[src/rtl/vbb9_pkg.sv]
// Shared types and constants for the vertical 9-tap box blur.
package vbb9_pkg;

  localparam int PIX_W       = 8;
  localparam int COORD_W     = 10;
  localparam int CFG_W       = 11;
  localparam int CFG_IDX_W   = 1;
  localparam int TAPS_STORED = 8;
  localparam int LINE_W      = TAPS_STORED * PIX_W;
  localparam int HALF_TAPS   = 4;
  localparam int SUM_W       = 12;

  // Divide by nine as a multiply by ceil(2^16 / 9) and a shift; exact for sums up to 9 * 255.
  localparam int RECIP_W     = 13;
  localparam logic [RECIP_W-1:0] RECIP9 = 13'd7282;
  localparam int RECIP_SHIFT = 16;

  localparam logic [CFG_IDX_W-1:0] REG_IMAGE_WIDTH  = 1'b0;
  localparam logic [CFG_IDX_W-1:0] REG_IMAGE_HEIGHT = 1'b1;

  typedef struct packed {
    logic [PIX_W-1:0] pixel_in;
    logic             frame_start;
  } pix_in_t;

  typedef struct packed {
    logic [PIX_W-1:0]   pixel_out;
    logic [COORD_W-1:0] out_row;
    logic [COORD_W-1:0] out_column;
    logic               last;
  } pix_out_t;

  typedef struct packed {
    logic [CFG_IDX_W-1:0] reg_index;
    logic [CFG_W-1:0]     wdata;
  } cfg_word_t;

  typedef struct packed {
    logic emit_delayed;
    logic delayed_pass;
    logic emit_own;
  } row_flags_t;

endpackage

[src/rtl/vbb9_avg.sv]
// Column average over nine rows and formation of the one or two result words.
module vbb9_avg #(
  parameter int MAX_HEIGHT = 1024
) (
  input  logic [vbb9_pkg::LINE_W-1:0]   stored_i,
  input  logic [vbb9_pkg::PIX_W-1:0]    pix_i,
  input  logic [$clog2(MAX_HEIGHT)-1:0] row_i,
  input  logic [vbb9_pkg::COORD_W-1:0]  col_i,
  input  vbb9_pkg::row_flags_t          flags_i,
  output logic                          has_a_o,
  output logic                          has_b_o,
  output vbb9_pkg::pix_out_t            res_a_o,
  output vbb9_pkg::pix_out_t            res_b_o
);

  localparam int RW     = $clog2(MAX_HEIGHT);
  localparam int PROD_W = vbb9_pkg::SUM_W + vbb9_pkg::RECIP_W;

  logic [vbb9_pkg::SUM_W-1:0] sum;
  logic [PROD_W-1:0]          prod;
  logic [vbb9_pkg::PIX_W-1:0] mean;
  logic [vbb9_pkg::PIX_W-1:0] delayed_pix;
  logic [RW-1:0]              k;

  always_comb begin
    sum = vbb9_pkg::SUM_W'(pix_i);
    for (int j = 0; j < vbb9_pkg::TAPS_STORED; j++) begin
      sum = sum + vbb9_pkg::SUM_W'(stored_i[j*vbb9_pkg::PIX_W +: vbb9_pkg::PIX_W]);
    end
  end

  assign prod = PROD_W'(sum) * PROD_W'(vbb9_pkg::RECIP9);
  assign mean = prod[vbb9_pkg::RECIP_SHIFT +: vbb9_pkg::PIX_W];

  // The top rows come back unfiltered from the line store entry of the row four above.
  assign delayed_pix = flags_i.delayed_pass ?
                       stored_i[(vbb9_pkg::HALF_TAPS-1)*vbb9_pkg::PIX_W +: vbb9_pkg::PIX_W] :
                       mean;
  assign k = row_i - RW'(vbb9_pkg::HALF_TAPS);

  assign has_a_o = flags_i.emit_delayed;
  assign has_b_o = flags_i.emit_own;

  assign res_a_o.pixel_out  = delayed_pix;
  assign res_a_o.out_row    = vbb9_pkg::COORD_W'(k);
  assign res_a_o.out_column = col_i;
  assign res_a_o.last       = !flags_i.emit_own;

  assign res_b_o.pixel_out  = pix_i;
  assign res_b_o.out_row    = vbb9_pkg::COORD_W'(row_i);
  assign res_b_o.out_column = col_i;
  assign res_b_o.last       = 1'b1;

endmodule

[config.mk]
export PLATFORM = sky130hd
export DESIGN_NAME = vbb9_avg
export DESIGN_NICKNAME = d
export VERILOG_FILES = /design/src/rtl/vbb9_pkg.sv /design/src/rtl/vbb9_avg.sv
export SDC_FILE = /design/constraint.sdc
export NUM_CORES = 1
export LEC_CHECK = 0
export BUFFER_PORTS_ARGS = -buffer_cell sky130_fd_sc_hd__buf_4
export CAP_MARGIN = 20
export CORE_ASPECT_RATIO = 0.8
export CORE_UTILIZATION = 54
export DETAILED_ROUTE_END_ITERATION = 16
export PLACE_DENSITY = 0.92
export SYNTH_ARGS = -nofsm -noshare
export SYNTH_HDL_FRONTEND = slang
export SYNTH_SLANG_ARGS = --single-unit
[constraint.sdc]
create_clock -name vclk -period 15.4
set_input_delay 2.31 -clock vclk [all_inputs]
set_output_delay 2.31 -clock vclk [all_outputs]
set_load 0.05 [all_outputs]
# Word-level counts from Yosys, hierarchy flattened
# Index checks and enable logic that the tools add are counted.
[word_totals] reg_bits=0 in_bits=95 output_inout_bits=60 word_cells=12
[classes] n_addsub=9 multipliers=1 muxes=1 reduce_logical=1
[op_table] operator="12-bit by 8-bit adder with 12-bit output" n=4
[op_table] operator="12-bit by 12-bit multiplier with 23-bit output, second input constant" n=1
[op_table] operator="11-bit by 8-bit adder with 12-bit output" n=1
[op_table] operator="10-bit by 8-bit adder with 11-bit output" n=1
[op_table] operator="9-bit by 8-bit adder with 10-bit output" n=1
[op_table] operator="10-bit by 3-bit subtractor with 10-bit output, second input constant" n=1
[op_table] operator="8-bit by 8-bit adder with 9-bit output" n=1
[op_table] operator="8-bit two-way mux" n=1
[op_table] operator="1-bit zero test" n=1

# Depth between registers and ports, before layout
[depth] word_depth=10 depth_mapped=32

# Least setup slack after synthesis
# No wires, ideal clock.
[synth_timing] path_kind="input to output" from="input port stored_i[3] (netlist bit)" to="output port res_a_o[28] (netlist bit)" t_arrival_ns=10.808 required_ns=13.090 slack_ns=2.282 stages=30 path_buffers=0 path_cell_list="inv_1 fa_1 inv_1 fa_1 fa_1 inv_1 fa_1 inv_1 fa_1 a21o_1 a211oi_1 nor2_1 nor2_1 xnor2_2 xor2_1 ha_1 ha_1 inv_1 fa_1 inv_1 fa_1 inv_1 fa_1 inv_1 ha_1 nand4_1 nor4_2 a211oi_2 or3_1 a311oi_1"
[synth_lines] element="start, declared" line="vbb9_avg.sv:5" source="input logic [vbb9_pkg::LINE_W-1:0] stored_i,"
[synth_lines] element="end, declared" line="vbb9_avg.sv:12" source="output vbb9_pkg::pix_out_t res_a_o,"

==> flow_summary.toml <==
[timing]
fmax_ghz = 0.0765
final-setup-viol-count = 0
rsz0062_at_grt = "no"
finalMaxSlewViolations = 0
hold_viol = 0
maxSlewHeadroom_pct = 48.0
setup_tns_ns = 0
setup_slack_ns = 2.32
min_period_ns = 13.08
worst_pin_slew_ns = 0.775
fin_crit_sh_pct = 84.9

[floorplan]
ios = 155
coreArea_um2 = 7950
die-area_um2 = 8570
dieWidth_um = 103
die_h_um = 83.0
start_util_pct = 55.7
fp-row-count = 29

[cells_and_area]
seq_cell_count = 0
area_delta_synth_final_pct = 15.3
drive_above_1_share_pct = 23.1
fin_nets = 815
seq_area_um2 = 0
antenna_cells = 0
num-clock-buffers = 0
postLayoutCellArea_um2 = 5100

[yosys]
yosysTopAreaCell = "fa_1"
synth.avg_cell_area_um2 = 9.07
synth_cells = 488
ys_types = 50
post_synth_instance_area_um2 = 4430
synthTopCellsByArea = "fa_1 (35%), ha_1 (23%), inv_1 (12%), buf_4 (7.3%), xor2_1 (2.8%)"
ys_warn_count = 0
yosysTopAreaCellShare_pct = 35.3
syn_nets = 742
ys_seq_area_share_pct = 0
synth_common_cells = "inv_1 (138), ha_1 (81), fa_1 (78)"
yosysMostFrequentCell = "inv_1"

[critical_path]
crit_arrival_ns = 10.77
cp.required_ns = 13.09
crit_path_end_kind = "primary output"
cp-start-kind = "input port"
crit_type = "in -> out"
slowest_delay_ns = 0.54
crit_path_frequent_cell = "fa_1"
crit_fanout = 7
crit_slowest_cell = "fa_1"

[global_route]
grt_max_degree = 19
grt_pass1_wl_um = 15700
overflow = 0
track_usage_pct = 23.2
first_global_vias = 3641
antenna_found_initial = 1

[run]
drv_cap = 0

[routing]
vias = 3392
wl_per_cell_um = 14.2
drt-total-wl_um = 9480
drt_iter0_drc = 96
drt-pass1-iter-count = 4
drcViolationCount = 0
vias_per_cell = 5.09
ant_nets = 0

[min_path]
worstHoldPathType = "in -> out"

[placement]
place_congestion = 0.894
dpl-instance-area_um2 = 5100
dp_worst_setup_slack_ns = 2.34
port_buffers = 116
post-dp-hpwl_um = 8980

[cts]
cts_resized = 0
ctsHoldBuffers = 0
cts_setup_buffers = 0

[run_status]
status = "finished, final reports clean"
==> path summary, 6_finish.rpt <==
kind	from	end	slack [ns]	cells after the start
setup / recovery	stored_i[2]	res_a_o[27]	2.32	32
hold / removal	flags_i[2]	has_a_o	4.62	0
==> final cells by class <==
type	instances	area, um2
fillers	608	2840
inverters	138	518
multi-input cells	305	3580
well taps	108	135
repair buffers	116	871
==> placed cells by master (no fill, tap or decap), types with 3 or more instances in the layout <==
master	netlist	layout
a211oi_1	3	3
a21o_1	9	9
a21oi_1	11	11
buf_4	43	116
fa_1	78	78
ha_1	81	81
inv_1	138	138
nand2_1	19	19
nand3_1	3	3
nor2_1	18	18
nor3_1	4	4
o21ai_0	8	8
xnor2_1	12	12
xnor2_2	3	3
xor2_1	14	14
==> logic make-up after synthesis <==
kind of cell,after synthesis,synth area share (%)
buffers and inverters,183,19.2
adders and majority gates,159,58.2
xor gates and xnor gates,29,6.24
AOI/OAI and AO/OA,52,8.79
other,1,0.0847
and+or+nand+nor,64,7.57
==> routing by layer <==
| metal | vias up | share of wire [%] | track usage [%] |
|---|---|---|---|
| met4 | 2 | 1.6 | 3.97 |
| met3 | 16 | 6.0 | 4.04 |
| met1 | 1642 | 41 | 28.6 |
| li1 | 1619 | - | - |
| met2 | 113 | 52 | 42.2 |
| met5 | - | 0.17 | 0 |
==> stage by stage <==
stage / util [%] / hold WS (ns) / std cells
after floorplan: - / 4.79 / 488
after global placement: 64.2 / 4.62 / 667
after detailed placement: 64.2 / 4.62 / 667
final: 64.2 / 4.62 / 667
after global routing: 64.2 / 4.62 / 667
after CTS: 64.2 / 4.62 / 667
==> worst max-delay path, delay by kind of cell <==
family | cells | cell delay, ns
fa+ha+maj | 12 | 5.20
simple gates | 5 | 1.10
compound gates | 5 | 1.08
buf+inv | 8 | 0.65
xor+xnor | 2 | 0.42
Power is not shown: default switching activity piles up to over one toggle a cycle in this logic, so the estimate is an artifact.
