File: src/rtl/vbb9_pkg.sv
// Shared types and constants for the vertical 9-tap box blur.
package vbb9_pkg;

  localparam int PIX_W       = 8;
  localparam int COORD_W     = 10;
  localparam int CFG_W       = 11;
  localparam int CFG_IDX_W   = 1;
  localparam int TAPS_STORED = 8;
  localparam int LINE_W      = TAPS_STORED * PIX_W;
  localparam int HALF_TAPS   = 4;
  localparam int SUM_W       = 12;

  // Divide by nine as a multiply by ceil(2^16 / 9) and a shift; exact for sums up to 9 * 255.
  localparam int RECIP_W     = 13;
  localparam logic [RECIP_W-1:0] RECIP9 = 13'd7282;
  localparam int RECIP_SHIFT = 16;

  localparam logic [CFG_IDX_W-1:0] REG_IMAGE_WIDTH  = 1'b0;
  localparam logic [CFG_IDX_W-1:0] REG_IMAGE_HEIGHT = 1'b1;

  typedef struct packed {
    logic [PIX_W-1:0] pixel_in;
    logic             frame_start;
  } pix_in_t;

  typedef struct packed {
    logic [PIX_W-1:0]   pixel_out;
    logic [COORD_W-1:0] out_row;
    logic [COORD_W-1:0] out_column;
    logic               last;
  } pix_out_t;

  typedef struct packed {
    logic [CFG_IDX_W-1:0] reg_index;
    logic [CFG_W-1:0]     wdata;
  } cfg_word_t;

  typedef struct packed {
    logic emit_delayed;
    logic delayed_pass;
    logic emit_own;
  } row_flags_t;

endpackage

File: src/rtl/vbb9_out_buf.sv
// Two-entry output buffer that takes up to two result words at once and sends them in order.
module vbb9_out_buf (
  input  logic               clk_i,
  input  logic               rst_ni,
  input  logic               push_i,
  input  logic               has_a_i,
  input  logic               has_b_i,
  input  vbb9_pkg::pix_out_t res_a_i,
  input  vbb9_pkg::pix_out_t res_b_i,
  output logic               can_take_o,
  output logic               valid_o,
  input  logic               ready_i,
  output vbb9_pkg::pix_out_t data_o
);

  logic [1:0]         cnt_q, cnt_d;
  vbb9_pkg::pix_out_t slot0_q, slot0_d;
  vbb9_pkg::pix_out_t slot1_q, slot1_d;
  logic               pop;

  assign pop        = valid_o && ready_i;
  assign valid_o    = (cnt_q != 2'd0);
  assign data_o     = slot0_q;
  assign can_take_o = (cnt_q == 2'd0) || ((cnt_q == 2'd1) && pop);

  always_comb begin
    cnt_d   = cnt_q;
    slot0_d = slot0_q;
    slot1_d = slot1_q;
    if (push_i) begin
      cnt_d   = 2'({1'b0, has_a_i} + {1'b0, has_b_i});
      slot0_d = has_a_i ? res_a_i : res_b_i;
      slot1_d = res_b_i;
    end else if (pop) begin
      cnt_d   = cnt_q - 2'd1;
      slot0_d = slot1_q;
    end
  end

  always_ff @(posedge clk_i or negedge rst_ni) begin
    if (!rst_ni) begin
      cnt_q <= '0;
    end else begin
      cnt_q <= cnt_d;
    end
  end

  always_ff @(posedge clk_i) begin
    slot0_q <= slot0_d;
    slot1_q <= slot1_d;
  end

endmodule

File: config.mk
export PLATFORM = sky130hd
export DESIGN_NAME = vbb9_out_buf
export DESIGN_NICKNAME = d
export VERILOG_FILES = /design/src/rtl/vbb9_pkg.sv /design/src/rtl/vbb9_out_buf.sv
export SDC_FILE = /design/constraint.sdc
export NUM_CORES = 1
export LEC_CHECK = 0
export BUFFER_PORTS_ARGS = -buffer_cell sky130_fd_sc_hd__buf_2
export CAP_MARGIN = 20
export CORE_MARGIN = 2
export CORE_UTILIZATION = 52
export DETAILED_ROUTE_END_ITERATION = 7
export PLACE_DENSITY = 0.84
export SETUP_SLACK_MARGIN = 0.05
export SLEW_MARGIN = 10
export SYNTH_ARGS = -nofsm -noshare
export SYNTH_HDL_FRONTEND = slang
export SYNTH_SLANG_ARGS = --single-unit
File: constraint.sdc
create_clock -name clk_i -period 4 [get_ports clk_i]
set_input_delay 0.6 -clock clk_i [delete_from_list [all_inputs] [get_ports clk_i]]
set_output_delay 0.6 -clock clk_i [all_outputs]
set_load 0.03 [all_outputs]
; Word-level counts from Yosys, hierarchy flattened
; Cells that the tools add are included.
[word_totals]
register_bits = 60
out_inout_bits = 31
input_bits = 64
word_cells = 23
[classes]
n_reduce_logical = 6
add_sub_neg = 2
mux = 5
n_eq_ne = 1
[ops]
columns = operator, n
row1 = 29-bit 2-to-1 mux, 3
row2 = 2-bit 2-to-1 mux, 2
row3 = 2-bit nonzero test, 2
row4 = 1-bit by 1-bit adder with 2-bit output, 1
row5 = "2-bit by 1-bit == test with 1-bit output, second input constant", 1
row6 = 1-bit logical AND, 2
row7 = 2-bit zero test, 1
row8 = "2-bit by 1-bit subtractor with 2-bit output, second input constant", 1
row9 = 1-bit logical OR, 1

; Longest topological paths before layout
; Gate-level depths: netlist of the first run.
[depth]
ltp_word = 4
mapped_depth = 4
mapped_depth_nobuf = 4

; Least setup slack after synthesis of the first run
; OpenSTA, ideal clock, no wires.
[synth_timing]
kind = register to register
startpoint = register cnt_q[0]
endpoint = register slot0_q (netlist bit data_o[0]) (enable)
required_time_ps = 3613
path_stages_with_launch = 5
synth_period_minus_slack_ps = 1927
n_path_buf = 0
arrival_time_ps = 1539
path_slack_ps = 2073
path_cell_list = dfrtp_1 inv_1 ha_1 nor2b_1 or2_1
[synth_via]
elab_chain_cells = 3
[synth_rtl]
columns = element, line_no
row1 = from (decl), vbb9_out_buf.sv:16  ; logic [1:0] cnt_q, cnt_d;
row2 = from (signal assigned), vbb9_out_buf.sv:44  ; cnt_q <= cnt_d;
row3 = 2-bit nonzero test, vbb9_out_buf.sv:22  ; assign valid_o = (cnt_q != 2'd0);
row4 = 1-bit logical AND, vbb9_out_buf.sv:21  ; assign pop = valid_o && ready_i;
row5 = 2-bit nonzero test (no line), --
row6 = to (signal assigned), vbb9_out_buf.sv:49  ; slot0_q <= slot0_d;
row7 = to (decl), vbb9_out_buf.sv:17  ; vbb9_pkg::pix_out_t slot0_q, slot0_d;
; No other way between the ends.
; A chain may end at the register's enable or synchronous reset.

; Final worst setup path of the first run
[layout_timing]
startpoint = register cnt_q[1]
endpoint = output can_take_o
[layout_via]
elab_chain_cells = 4
[layout_rtl]
columns = element, line_no
row1 = 2-bit nonzero test, vbb9_out_buf.sv:22
row2 = 1-bit logical AND, vbb9_out_buf.sv:21
row3 = 1-bit logical AND, vbb9_out_buf.sv:24  ; assign can_take_o = (cnt_q == 2'd0) || ((cnt_q == 2'd1) && pop);
row4 = 1-bit logical OR *, vbb9_out_buf.sv:24
row5 = to (decl), vbb9_out_buf.sv:10  ; output logic can_take_o,
; Mark *: on every way between the ends. The rest lies on a longest branch, timed or not.

==> results of run 1 <==
==> sequential cells by signal (all words and copies together), names as in the netlist <==
name,cells
cnt_q,2
slot1_q,29
data_o,29
==> layout make-up <==
cell class | instances | area share [%]
timing repair buffer | 96 | 15.06
clock buffer | 10 | 3.960
tap | 54 | 2.096
sequential | 60 | 55.59
multi-input combinational | 101 | 20.50
inverter | 3 | 0.3494
clock inverter | 6 | 2.446
==> cell usage after synthesis <==
cell / n
edfxtp_1: 58
a21oi_1: 29
mux2i_1: 29
nor2_1: 29
clkbuf_1: 5
nand2_1: 4
ha_1: 3
inv_1: 3
buf_2: 2
buf_6: 2
dfrtp_1: 2
buf_4: 1
nand2b_1: 1
nor2b_1: 1
o211ai_2: 1
o311ai_1: 1
or2_1: 1
or4b_1: 1
or4b_4: 1
==> where the power goes <==
group,leakage [uW],total [uW],internal [uW],switching (uW)
clock,0.000107,571,346,226
combinational,0.000706,259,86.2,173
sequential,0.000594,783,767,16.7
==> per-stage QoR <==
stage / hold WS (ps) / util, % / total power (uW)
final: 53.91 / 68.69 / 1613
after global routing: 42.89 / 68.69 / 1673
after CTS: 44.86 / 68.69 / 1623
after detailed placement: 389.5 / 64.29 / 1056
after global placement: 389.6 / 64.29 / 1049
after floorplan: 304.4 / - / 963.9
==> metal layers <==
metal  part of all wire, %  global-route usage [%]
met5                     0                       0
met4                  0.90                   8.485
met1                    44                   23.63
met3                   8.2                   7.270
met2                    47                   26.09
==> cell families (layout without fill, tap and decap cells) <==
logic type / Yosys count / after routing / synth area share (%)
mux: 29 / 29 / 11.51
buf+inv: 13 / 115 / 2.778
fa+ha+maj: 3 / 3 / 1.488
flops: 60 / 60 / 71.03
compound gates: 31 / 31 / 6.597
simple gates: 38 / 38 / 6.597
==> final timing paths <==
kind / from / end / depth (start not counted)
setup / recovery: cnt_q[1] / can_take_o / 5
hold / removal: rst_ni / cnt_q[0] / 1
setup reg to reg: cnt_q[0] / data_o[28] / 5
hold reg to reg: slot1_q[19] / data_o[19] / 2
max in group asynchronous: rst_ni / cnt_q[1] / 1
min in group clk_i: res_b_i[25] / slot1_q[25] / 1
==> out/qor.csv, run 1 <==
metric,value,unit
htree depth,3,
Clock Skew,5.906,ps
Synth area leaders,"edfxtp_1 (69%), mux2i_1 (12%), a21oi_1 (5.8%), nor2_1 (4.3%), dfrtp_1 (2.0%)",
antenna violations before repair,0,
Worst-Margin Slew,897.9,ps
Top delay family on crit path,flip-flops,
chip height,73.65,um
Layout Nets,338,
status,"complete, no violations",
worst vdd ir,0.0004034,V
Worst Path Buf+Inv,3,
hold_buf cts,0,
fmax,0.5240,GHz
#FFs+latches synth,60,
CP peak stage delay,370,ps
Max-slew headroom,40.14,%
# IOs,95,
post-route ant nets,0,
"area leader, netlist",edfxtp_1,
"most common cell after layout, fill and taps aside",buf_2,
fin cells,330,
Bufs on Longest Clock Path,2,
"Seq/Total Area, Yosys",71.03,%
CTS sink cnt,60,
routed length per instance,14.17,um
First-pass DRT Iterations,4,
Via density,4.976,
CTS tree,done,
"commonest cells after routing, fill and taps aside","buf_2 (94), edfxtp_1 (58), mux2i_1 (29), nor2_1 (29), a21oi_1 (29)",
Reg2Reg Setup Slack,2150,ps
postcts setup bufs,0,
number of global-route vias before repair,1503,
Worst-Skew Late Latency,330,ps
layout cells sized above 1,40.58,%
Worst EP required,3400,ps
RePlAce Congestion,0.7181,
finished layout cell area,0.003223,sq mm
core area,0.004692,sq mm
CP most frequent cell,inv_1,
crit path capture type,output pin,
synth unique cells,19,
"Cell Area, Placed",0.003017,sq mm
Mapped Cells,174,
CP arrival,1310,ps
Final Max Tran Viols,0,
Fill cells,349,
"Avg Cell Area, Syn",14.50,sq um
Iter 0 DRT Violations,129,
type of the worst setup path,reg -> out,
estimated wirelength of the detail-placed design,3108,um
Hold WC Path Type,in -> async,
remaining global-route overflow,0,
leakage,0.001407,uW
slowest CP cell,dfrtp_1,
area of the multi-input gates,660.6,sq um
Initial Util,53.76,%
area growth from synthesis to layout,27.78,%
Pwr Density,500.5,mW/mm^2
syn nets,241,
WL final,4677,um
Cells after DPL,314,
root buf cell,clkbuf_8,
largest net degree at the start of global routing,68,
first-pass GRT wire length,7038,um
Final Cycle Share,47.71,%
CTS buffer count,9,
post-route setup slack,2092,ps
Vias,1642,
Remaining DRCs,0,
I/O Buffers,94,
CP cell instances,"inv_1, ha_1, inv_1, nand2_1, buf_2",
"Hold Vio Cnt, Final",0,
Post-Syn Area,0.002522,sq mm
cts repair resizes,0,
max cap viols,0,
setup violators final,0,
Rows,25,
"critical path fanouts, max",4,
Final min period,1908,ps
Reg area,0.001792,sq mm
Setup TNS Final,0,ps
Synth top area share,69.05,%
RSZ-0062 raised after global routing,false,
Diodes inserted,0,
Place WS,1853,ps
CTS clock-pin slew for the worst setup and hold paths,60,ps
GRT Util Overall,17.98,%
Worst setup SP type,register,
die area,0.005424,sq mm
Die W,73.65,um
Yosys warning count,0,
(Power assumes the default switching activity.)
==> run 2, diff against run 1 <==
--- a/config.mk
+++ b/config.mk
@@ -8,9 +8,9 @@
 export BUFFER_PORTS_ARGS = -buffer_cell sky130_fd_sc_hd__buf_2
 export CAP_MARGIN = 20
 export CORE_MARGIN = 2
-export CORE_UTILIZATION = 52
+export CORE_UTILIZATION = 44
 export DETAILED_ROUTE_END_ITERATION = 7
-export PLACE_DENSITY = 0.84
+export PLACE_DENSITY = 0.76
 export SETUP_SLACK_MARGIN = 0.05
 export SLEW_MARGIN = 10
 export SYNTH_ARGS = -nofsm -noshare
==> constraint.sdc (replaced) <==
create_clock -name clk_i -period 1.7 [get_ports clk_i]
set_input_delay 0.255 -clock clk_i [delete_from_list [all_inputs] [get_ports clk_i]]
set_output_delay 0.255 -clock clk_i [all_outputs]
set_load 0.03 [all_outputs]
==> out/qor.csv, run 2 (same netlist as run 1, synthesis figures left out) <==
metric,value,unit,change
worst vdd ir,0.0006662,V,+65%
WL final,4774,um,+2.1%
Max-slew headroom,73.17,%,+33 points
Clock Skew,3.362,ps,-2.544 ps
fmax,0.6332,GHz,
Layout Nets,344,,+1.8%
layout cells sized above 1,42.20,%,+1.6 points
leakage,0.001457,uW,+3.5%
fin cells,354,,+7.3%
CTS buffer count,9,,unchanged
Worst-Margin Slew,402.5,ps,-495.4 ps
Pwr Density,1144,mW/mm^2,+130%
Hold WC Path Type,in -> reg,,
Vias,1689,,+2.9%
chip height,79.72,um,+8.2%
"critical path fanouts, max",4,,unchanged
CTS tree,done,,
CP arrival,1320,ps,about the same
Worst EP required,1440,ps,-1960 ps
Final Cycle Share,92.90,%,
Worst-Skew Late Latency,330,ps,about the same
CTS sink cnt,60,,unchanged
max cap viols,0,,unchanged
crit path capture type,output pin,,
Bufs on Longest Clock Path,2,,unchanged
Iter 0 DRT Violations,56,,-57%
finished layout cell area,0.003362,sq mm,+4.3%
Via density,4.771,,-4.1%
"Hold Vio Cnt, Final",0,,unchanged
First-pass DRT Iterations,4,,unchanged
RePlAce Congestion,0.8126,,+13%
GRT Util Overall,16.25,%,-1.7 points
I/O Buffers,94,,unchanged
routed length per instance,13.49,um,-4.8%
Worst setup SP type,register,,
Min Hold Slack,110.0,ps,+56.04 ps
# IOs,95,,unchanged
"most common cell after layout, fill and taps aside",buf_2,,
Cells after DPL,336,,+7.0%
first-pass GRT wire length,7479,um,+6.3%
RSZ-0062 raised after global routing,false,,
Fill cells,447,,+28%
Initial Util,45.81,%,-8.0 points
htree depth,3,,unchanged
CTS clock-pin slew for the worst setup and hold paths,60,ps,about the same
area growth from synthesis to layout,33.28,%,
Final Max Tran Viols,0,,unchanged
Die W,79.72,um,+8.2%
Total Power,3847,uW,+140%
"Cell Area, Placed",0.003122,sq mm,+3.5%
Remaining DRCs,0,,unchanged
antenna violations before repair,0,,unchanged
Rows,27,,+8.0%
root buf cell,clkbuf_8,,
Setup TNS Final,0,ps,unchanged
"commonest cells after routing, fill and taps aside","buf_2 (93), edfxtp_1 (58), mux2i_1 (29), nor2_1 (29), a21oi_1 (29)",,
setup violators final,0,,unchanged
remaining global-route overflow,0,,unchanged
core area,0.005507,sq mm,+17%
Diodes inserted,0,,unchanged
number of global-route vias before repair,1623,,+8.0%
Final min period,1579,ps,
estimated wirelength of the detail-placed design,3353,um,+7.9%
die area,0.006354,sq mm,+17%
status,"complete, no violations",,
type of the worst setup path,reg -> out,,
post-route ant nets,0,,unchanged
largest net degree at the start of global routing,45,,-34%
-- run 2: through the flow --
step / setup slack (ps) / util (%)
finish: 120.7 / 61.05
global route: 65.88 / 61.05
CTS: 46.75 / 60.65
detailed placement: 56.30 / 56.69
global placement: 145.1 / 56.69
floorplan: 196.0 / -
-- run 2: timing repair --
| action | CTS | global route |
|---|---|---|
| endpoints found under the hold margin | 2 | 0 |
| setup buffers | 0 | 1 |
| hold buffers | 1 | 0 |
| setup endpoints to repair | 13 | 26 |
| gates resized for setup | 1 | 3 |
-- run 2: final timing paths --
check	slack, ps	startpoint	endpoint	cells after the start
max	120	cnt_q[0]	can_take_o	5
min	110	res_b_i[6]	slot1_q[6]	1
min reg2reg	570	slot1_q[19]	data_o[19]	2
max reg2reg	180	cnt_q[0]	data_o[8]	5
min in group asynchronous	250	rst_ni	cnt_q[0]	2
max in group asynchronous	1360	rst_ni	cnt_q[1]	2
-- run 2: layout make-up --
cell class	instances	area (sq um)	area share, %
clock buffer	9	123.9	3.684
clock inverter	7	81.33	2.419
inverter	3	11.26	0.3349
multi-input combinational	101	678.2	20.17
sequential	60	1792	53.29
tap	72	90.09	2.680
timing repair buffer	102	585.6	17.42
-- run 2: where the power goes --
group	leakage, uW	internal (uW)	switching (uW)
combinational	0.000758	254	423
sequential	0.000594	1800	39.9
clock	0.000105	804	522
-- run 2: worst max-delay path, stage by stage (launching register included) --
cell and delay, ps:
dfrtp_1 410, inv_1 120, ha_4 170, inv_1 60, nand2_1 50, clkbuf_4 180
-- run 2: metal layers --
metal / GRT usage (%) / share of wire [%]
met1: 19.44 / 43
met2: 24.62 / 46
met3: 5.090 / 6.8
met4: 11.90 / 3.7
met5: 0 / 0
