`src/rtl/vbb9_pkg.sv`:
```
// Shared types and constants for the vertical 9-tap box blur.
package vbb9_pkg;

  localparam int PIX_W       = 8;
  localparam int COORD_W     = 10;
  localparam int CFG_W       = 11;
  localparam int CFG_IDX_W   = 1;
  localparam int TAPS_STORED = 8;
  localparam int LINE_W      = TAPS_STORED * PIX_W;
  localparam int HALF_TAPS   = 4;
  localparam int SUM_W       = 12;

  // Divide by nine as a multiply by ceil(2^16 / 9) and a shift; exact for sums up to 9 * 255.
  localparam int RECIP_W     = 13;
  localparam logic [RECIP_W-1:0] RECIP9 = 13'd7282;
  localparam int RECIP_SHIFT = 16;

  localparam logic [CFG_IDX_W-1:0] REG_IMAGE_WIDTH  = 1'b0;
  localparam logic [CFG_IDX_W-1:0] REG_IMAGE_HEIGHT = 1'b1;

  typedef struct packed {
    logic [PIX_W-1:0] pixel_in;
    logic             frame_start;
  } pix_in_t;

  typedef struct packed {
    logic [PIX_W-1:0]   pixel_out;
    logic [COORD_W-1:0] out_row;
    logic [COORD_W-1:0] out_column;
    logic               last;
  } pix_out_t;

  typedef struct packed {
    logic [CFG_IDX_W-1:0] reg_index;
    logic [CFG_W-1:0]     wdata;
  } cfg_word_t;

  typedef struct packed {
    logic emit_delayed;
    logic delayed_pass;
    logic emit_own;
  } row_flags_t;

endpackage

```
`src/rtl/vbb9_pos.sv`:
```
// Frame size registers and raster position counters for incoming pixels.
module vbb9_pos #(
  parameter int MAX_WIDTH  = 1024,
  parameter int MAX_HEIGHT = 1024
) (
  input  logic                              clk_i,
  input  logic                              rst_ni,
  input  logic                              cfg_we_i,
  input  vbb9_pkg::cfg_word_t               cfg_i,
  input  logic                              adv_i,
  input  logic                              frame_start_i,
  output logic [$clog2(MAX_WIDTH)-1:0]      col_o,
  output logic [$clog2(MAX_HEIGHT)-1:0]     row_o,
  output vbb9_pkg::row_flags_t              flags_o,
  output logic [$clog2(MAX_HEIGHT+1)+vbb9_pkg::CFG_W-1:0] eff_h_o
);

  localparam int CW  = $clog2(MAX_WIDTH);
  localparam int RW  = $clog2(MAX_HEIGHT);
  localparam int WW  = ($clog2(MAX_WIDTH + 1) > vbb9_pkg::CFG_W) ?
                       $clog2(MAX_WIDTH + 1) : vbb9_pkg::CFG_W;
  localparam int HW  = ($clog2(MAX_HEIGHT + 1) > vbb9_pkg::CFG_W) ?
                       $clog2(MAX_HEIGHT + 1) : vbb9_pkg::CFG_W;
  localparam int XCW = (WW > CW + 1) ? WW : CW + 1;
  localparam int XRW = (HW > RW + 1) ? HW : RW + 1;
  localparam int EHW = $clog2(MAX_HEIGHT + 1) + vbb9_pkg::CFG_W;
  localparam int RST_W = (MAX_WIDTH < 1024) ? MAX_WIDTH : 1024;
  localparam int RST_H = (MAX_HEIGHT < 1024) ? MAX_HEIGHT : 1024;

  logic [WW-1:0] width_q;
  logic [HW-1:0] height_q;
  logic [WW-1:0] cfg_w;
  logic [HW-1:0] cfg_h;
  logic [CW-1:0] col_q, col_d;
  logic [RW-1:0] row_q, row_d;
  logic [CW:0]   c0, cn;
  logic [RW:0]   r0, r1, rn;
  logic [CW-1:0] c1;
  logic [RW-1:0] r;

  always_comb begin
    cfg_w = WW'(cfg_i.wdata);
    cfg_h = HW'(cfg_i.wdata);
    if (cfg_w == '0) begin
      cfg_w = WW'(1);
    end else if (cfg_w > WW'(MAX_WIDTH)) begin
      cfg_w = WW'(MAX_WIDTH);
    end
    if (cfg_h == '0) begin
      cfg_h = HW'(1);
    end else if (cfg_h > HW'(MAX_HEIGHT)) begin
      cfg_h = HW'(MAX_HEIGHT);
    end
  end

  always_ff @(posedge clk_i or negedge rst_ni) begin
    if (!rst_ni) begin
      width_q  <= WW'(RST_W);
      height_q <= HW'(RST_H);
    end else if (cfg_we_i) begin
      unique case (cfg_i.reg_index)
        vbb9_pkg::REG_IMAGE_WIDTH:  width_q  <= cfg_w;
        vbb9_pkg::REG_IMAGE_HEIGHT: height_q <= cfg_h;
      endcase
    end
  end

  // A counter left at or past a limit that was just lowered wraps before the pixel is placed.
  always_comb begin
    c0 = frame_start_i ? '0 : {1'b0, col_q};
    r0 = frame_start_i ? '0 : {1'b0, row_q};
    if (XCW'(c0) >= XCW'(width_q)) begin
      c1 = '0;
      r1 = r0 + (RW+1)'(1);
    end else begin
      c1 = c0[CW-1:0];
      r1 = r0;
    end
    r = (XRW'(r1) >= XRW'(height_q)) ? '0 : r1[RW-1:0];

    cn    = {1'b0, c1} + (CW+1)'(1);
    rn    = {1'b0, r} + (RW+1)'(1);
    col_d = cn[CW-1:0];
    row_d = r;
    if (XCW'(cn) >= XCW'(width_q)) begin
      col_d = '0;
      row_d = (XRW'(rn) >= XRW'(height_q)) ? '0 : rn[RW-1:0];
    end
  end

  always_ff @(posedge clk_i or negedge rst_ni) begin
    if (!rst_ni) begin
      col_q <= '0;
      row_q <= '0;
    end else if (adv_i) begin
      col_q <= col_d;
      row_q <= row_d;
    end
  end

  assign col_o = c1;
  assign row_o = r;
  assign flags_o.emit_delayed = (r >= RW'(vbb9_pkg::HALF_TAPS));
  assign flags_o.delayed_pass = (r < RW'(2 * vbb9_pkg::HALF_TAPS));
  assign flags_o.emit_own     = (XRW'({1'b0, r}) + XRW'(vbb9_pkg::HALF_TAPS)) >=
                                XRW'(height_q);
  assign eff_h_o = EHW'(height_q);

endmodule

```
`config.mk`:
```
export PLATFORM = sky130hd
export DESIGN_NAME = vbb9_pos
export DESIGN_NICKNAME = d
export VERILOG_FILES = /design/src/rtl/vbb9_pkg.sv /design/src/rtl/vbb9_pos.sv
export SDC_FILE = /design/constraint.sdc
export NUM_CORES = 1
export LEC_CHECK = 0
export ABC_AREA = 1
export BUFFER_PORTS_ARGS = -buffer_cell sky130_fd_sc_hd__buf_2
export CAP_MARGIN = 20
export CORE_UTILIZATION = 40
export DETAILED_ROUTE_END_ITERATION = 6
export SLEW_MARGIN = 25
export SYNTH_ARGS = -nofsm -noshare
export SYNTH_HDL_FRONTEND = slang
export SYNTH_SLANG_ARGS = --single-unit
```
`constraint.sdc`:
```
create_clock -name clk_i -period 14.4 [get_ports clk_i]
set_input_delay 0 -clock clk_i [delete_from_list [all_inputs] [get_ports clk_i]]
set_output_delay 0 -clock clk_i [all_outputs]
set_load 0.01 [all_outputs]
```
# [After elaboration in Yosys (flattened, before gate mapping)]
# Cells that the tools add are included.
[classes] add_sub_neg=4 n_mul=0 div=0 order_cmp=8 eq_ne=0 shifts=0 mux=10 bitwise_logic=1 n_reduce_logical=3
[op_table] operator="10-bit two-way mux" n=7
[op_table] operator="11-bit greater-or-equal comparator" n=4
[op_table] operator="10-bit by 1-bit adder with 11-bit output, second input constant" n=3
[op_table] operator="11-bit two-way mux" n=3
[op_table] operator="10-bit by 3-bit adder with 11-bit output, second input constant" n=1
[op_table] operator="10-bit by 11-bit greater-or-equal comparator with 1-bit output" n=1
[op_table] operator="11-bit greater-than comparator, second input constant" n=1
[op_table] operator="11-bit zero test" n=1
[op_table] operator="10-bit by 3-bit greater-or-equal comparator with 1-bit output, second input constant" n=1
[op_table] operator="10-bit by 4-bit less-than comparator with 1-bit output, second input constant" n=1
[op_table] operator="2-bit AND reduction" n=2
[op_table] operator="1-bit inverter" n=1
[totals] register_bits=42 latchBits=0 ram_bits=0 rom_bits=0 input_bits=17 output_inout_bits=45 elab_cells=30 memories=0

# [Logic depth before layout (Yosys ltp)]
[logic_depth] ltp_word=9 depth_mapped=40 depth_no_buf=38

# [Least setup slack after synthesis]
# Ideal clock, no wire load.
[synth_timing] kind="register -> register" start="reg col_q[2]" end="reg row_q[3]" setup_time_ps=87 t_arrival_ps=5234 t_required_ps=14313 slack_ps=9079 path_stages_with_launch=38 path_buffers=1 period_less_slack_ps=5321 path_cell_list="dfrtp_1 inv_1 nor2_1 ha_1 nand2_1 nand2_1 nor2_1 nor2_4 nor2_4 nand2_8 buf_12 nand2_1 nand2_1 inv_1 ha_1 inv_1 nand2_1 nand2_1 [2 not listed] nand2_1 a21oi_4 inv_2 nor2_1 ha_1 inv_1 nor3_2 nand3_1 nor3_1 ha_1 a21oi_1 o21a_1 o2111ai_1 nor2_1 inv_1 nor2_1 nand2_1 o211ai_1"
[synth_between] elab_chain_len=9 elab_cells_between_ends=12 classes_between="add/sub: 2; order compare: 4; mux: 6"
[synth_rtl] item="start, declared" line="vbb9_pos.sv:34" source="logic [CW-1:0] col_q, col_d;"
[synth_rtl] item="start signal, assigned" line="vbb9_pos.sv:96" source="col_q <= col_d;"
[synth_rtl] item="10-bit two-way mux *" line="vbb9_pos.sv:70" source="c0 = frame_start_i ? '0 : {1'b0, col_q};"
[synth_rtl] item="10-bit by 11-bit greater-or-equal comparator with 1-bit output *" line="vbb9_pos.sv:72" source="if (XCW'(c0) >= XCW'(width_q)) begin"
[synth_rtl] item="11-bit two-way mux *" line="vbb9_pos.sv:72"
[synth_rtl] item="11-bit greater-or-equal comparator" line="vbb9_pos.sv:79" source="r = (XRW'(r1) >= XRW'(height_q)) ? '0 : r1[RW-1:0];"
[synth_rtl] item="10-bit two-way mux *" line="vbb9_pos.sv:79"
[synth_rtl] item="named net row_o[3]" line="vbb9_pos.sv:13" source="output logic [$clog2(MAX_HEIGHT)-1:0] row_o,"
[synth_rtl] item="10-bit by 1-bit adder with 11-bit output" line="vbb9_pos.sv:82" source="rn = {1'b0, r} + (RW+1)'(1);"
[synth_rtl] item="11-bit greater-or-equal comparator" line="vbb9_pos.sv:87" source="row_d = (XRW'(rn) >= XRW'(height_q)) ? '0 : rn[RW-1:0];"
[synth_rtl] item="10-bit two-way mux" line="vbb9_pos.sv:87"
[synth_rtl] item="10-bit two-way mux *" line="vbb9_pos.sv:85" source="if (XCW'(cn) >= XCW'(width_q)) begin"
[synth_rtl] item="end signal, assigned" line="vbb9_pos.sv:97" source="row_q <= row_d;"
[synth_rtl] item="end, declared" line="vbb9_pos.sv:35" source="logic [RW-1:0] row_q, row_d;"
# Mark *: on every way through the listed nets, which the timed path passes. The rest lies on a longest branch.
# A chain may end at the register's enable or synchronous reset.

# [Worst setup path after layout]
[layout_timing] start="reg col_q[5]" end="reg row_q[9]"
[layout_between] elab_chain_len=9 elab_cells_between_ends=12 classes_between="add/sub: 2; order compare: 4; mux: 6"
[layout_rtl] item="10-bit two-way mux *" line="vbb9_pos.sv:70"
[layout_rtl] item="10-bit by 11-bit greater-or-equal comparator with 1-bit output" line="vbb9_pos.sv:72"
[layout_rtl] item="11-bit two-way mux" line="vbb9_pos.sv:72"
[layout_rtl] item="11-bit greater-or-equal comparator" line="vbb9_pos.sv:79"
[layout_rtl] item="10-bit two-way mux" line="vbb9_pos.sv:79"
[layout_rtl] item="10-bit by 1-bit adder with 11-bit output" line="vbb9_pos.sv:82"
[layout_rtl] item="11-bit greater-or-equal comparator" line="vbb9_pos.sv:87"
[layout_rtl] item="10-bit two-way mux" line="vbb9_pos.sv:87"
[layout_rtl] item="10-bit two-way mux *" line="vbb9_pos.sv:85"
# Every way passes the cells marked *; elsewhere a longest branch is shown, timed or not.

==> results.md <==
* Post-synthesis instance area at 0.00459 mm²
* Pint at 0.000295 W
* Share of the clock period used by the worst path at 0.448
* Worst hold slack after final layout at 0.0128 ns
* Library cells used by synthesis at 52
* Remaining number of nets flagged by the antenna check after routing at 0
* P_sw at 0.000249 W
* Peak ir drop on the vdd network at 0.0563 mV
* Flop2flop setup slack at 7.95 ns
* Chip height at 109 µm
* Area growth from synthesis to layout at 10.7%
* Maximum fanout along the worst path at 18
* Sum of overflow across all layers after global routing at 0
* Slowest CP cell: sky130_fd_sc_hd__nor2_1
* Most numerous cell types in the synthesized netlist: sky130_fd_sc_hd__nand2_1, sky130_fd_sc_hd__inv_1, sky130_fd_sc_hd__nor2_1, sky130_fd_sc_hd__ha_1, sky130_fd_sc_hd__dfrtp_1
* Detail-routed net length per standard cell at 15.2 µm
* Portion of total power attributed to sequential cells at 0.267
* Startpoint type of the worst setup path: flip-flop
* Global Route Usage Sum at 0.236
* HPWL after DPL at 10.5 mm
* Hold WC Path Type: input port to flip-flop
* Clk sink count at 42
* Delay contributed by the slowest stage of the critical path at 0.42 ns
* Area of the core region at 0.0110 mm²
* Starting DRT DRC Count at 369
* Total placed cells including tap cells at 837
* Warning count from the yosys run at 0
* CTS root buffer: sky130_fd_sc_hd__clkbuf_16
* Share of synthesized area occupied by flip-flops and latches at 0.229
* Count of unresolved DRC violations after routing at 0
* Max-slew violations at 0
* Async S/R FF share, synth at 1.00
* Number of global-route vias before repair at 3990
* WL final at 12.9 mm
* Wire length of the first global-routing pass at 21.2 mm
* Number of standard cells in the layout, taps in and fillers out at 846
* TritonCTS buffer count at 5
* Bufs on Longest Clock Path at 2
* Multi-input gate area at 0.00298 mm²
* Row count at 38
* Via count at 4343
* Maximum number of pins on one net before global-route repair at 43
* Global placer's final weighted congestion at 0.924
* Total count of hold-check failures in the final report at 0
* Time the worst path needs with I/O delays and setup at 6.45 ns
* CTS clock-pin slew for the worst setup and hold paths at 0.07 ns
* Arrival time at the worst endpoint at 6.68 ns
* Leakage component of the power at 2.78 nW
* # H-tree levels at 2
* Power density cells at 107 mW/mm²
* Clock insertion delay at the later pin of the skew report at 0.29 ns
* Initial antenna violation count at 0
* Run status: finished clean
* Die X at 109 µm
* Library cell occupying the most area in the post-synthesis netlist: sky130_fd_sc_hd__dfrtp_1
* Post-synthesis average cell area at 7.01 µm²
* Kind of critical path: flip-flop to flip-flop
* Top cells by area, synth: sky130_fd_sc_hd__dfrtp_1, sky130_fd_sc_hd__ha_1, sky130_fd_sc_hd__nand2_1
* Category of the worst setup path capture point: flip-flop
* Clock tree from TritonCTS: done
* Switching Fraction at 0.458
* Pre-Repair DR Iteration Count at 5
* Post-CTS Repair Setup Buffers at 0
* Share of Yosys cell area claimed by the top area cell type at 0.218
* Final layout net count at 783
* Diode count at 0
* Sequential cell area at 0.00105 mm²
* Fmax at 155 MHz
* Final setup vio count at 0
* Clock share of power at 0.213
* Clock Skews at 0.00584 ns
* Part of the total power dissipated in combinational logic at 0.520
* Starting density of the core at 0.416
* Flops & latches, synth at 42
* Max-Cap Viols at 0
* Total of fill cells in the finished design at 1168
* Via density per instance at 5.13
* Total negative slack at 0 ns
* Slew of the pin with the lowest slew margin at 0.874 ns
* Ports at 62
* Share of cells above drive strength 1 at 0.161
* Number of synthesized flops with an enable pin at 0
* RSZ-0062 raised after global routing: false
* Die Area at 0.0119 mm²
* CP required at 14.63 ns
* Post-Synthesis Cells at 655
* Critical Path Most Common Cell: sky130_fd_sc_hd__nor2_1
* Most used flip-flop cell after synthesis: sky130_fd_sc_hd__dfrtp_1
* I/O Buffers at 50
* Slew Limit Headroom at 0.415
* Top-count cell post-synth: sky130_fd_sc_hd__nand2_1
-- sequential cells by signal, indices dropped and copies added (netlist names) --
| register | count |
|---|---|
| row_q | 10 |
| width_q | 11 |
| height_q | 11 |
| col_q | 10 |
-- cell families (layout without fill, tap and decap cells) --
| logic type | Yosys count | in the layout | synth area share |
|---|---|---|---|
| AO/OA/AOI/OAI | 88 | 88 | 0.115 |
| XOR/XNOR | 14 | 14 | 0.0267 |
| adder cells (fa/ha/maj) | 61 | 61 | 0.166 |
| buffers and inverters | 141 | 182 | 0.130 |
| flip-flops | 42 | 42 | 0.229 |
| other | 1 | 11 | 0.000817 |
| AND/OR/NAND/NOR | 308 | 308 | 0.331 |
-- worst max-delay path: cells and delay by family, from the launching register on --
family	cells	cell delay, ns
adder cells (fa/ha/maj)	4	1.18
AO/OA/AOI/OAI	5	0.91
buffers and inverters	5	0.54
AND/OR/NAND/NOR	20	3.39
flip-flops	1	0.37
-- path summary, 6_finish.rpt --
kind / from / end / cells after the start
max: col_q[5] / row_q[9] / 34
min: cfg_i[4] / height_q[4] / 3
max reg2reg: col_q[5] / row_q[9] / 34
min reg2reg: col_q[8] / col_q[8] / 2
max in group asynchronous: rst_ni / height_q[10] / 2
min in group asynchronous: rst_ni / width_q[9] / 2
-- power by group through the flow --
stage	logic [W]	registers (W)	clock network (W)
final	0.000283	0.000145	0.000116
after global routing	0.000324	0.000147	0.000123
after CTS	0.000283	0.000145	0.000117
after detailed placement	0.000280	0.000147	0
after global placement	0.000278	0.000146	0
after floorplan	0.000203	0.000145	0
-- stage by stage --
step           power, W  cell area [µm²]  setup WS, ns   util
6_report       0.000544             5080          7.95  0.461
2_1_floorplan  0.000348             4630          9.08      -
3_5_place_dp   0.000427             4920          8.04  0.446
4_1_cts        0.000544             5080          8.03  0.460
5_1_grt        0.000594             5080          7.31  0.461
3_3_place_gp   0.000424             4920          8.18  0.446
-- routing by layer --
metal	GRT usage	vias to the layer above	part of all wire
met3	0.0329	17	0.064
met2	0.354	161	0.43
met1	0.354	1971	0.50
met5	0	-	0
li1	-	2194	-
met4	0.0483	0	0.015
-- layout by cell type (no fill, tap or decap), drive strengths merged, types with 2 or more instances in the layout --
| cell type | instances |
|---|---|
| o21ai | 37 |
| and2 | 2 |
| a22oi | 3 |
| nand2 | 158 |
| nor2 | 76 |
| a21oi | 30 |
| xnor2 | 2 |
| ha | 61 |
| o21a | 2 |
| nand3 | 45 |
| dfrtp | 40 |
| nand4 | 10 |
| o221ai | 2 |
| buf | 50 |
| inv | 122 |
| dfstp | 2 |
| clkbuf | 5 |
| clkinv | 2 |
| o22ai | 9 |
| conb | 11 |
| nor4 | 5 |
| clkinvlp | 2 |
| nor3 | 9 |
| xor2 | 12 |
-- area by class of cell --
cell class	instances	area share
inverter	123	0.0911
multi-input combinational	482	0.586
sequential	42	0.207
clock buffer	5	0.0246
timing repair buffer	51	0.0517
tap	140	0.0345
clock inverter	3	0.00468
-- timing repair --
| action | CTS | global route |
|---|---|---|
| gates resized for setup | 0 | 0 |
| hold endpoints to repair | 40 | 0 |
| hold buffers | 1 | 0 |
Power figures use the tool's default switching activity.
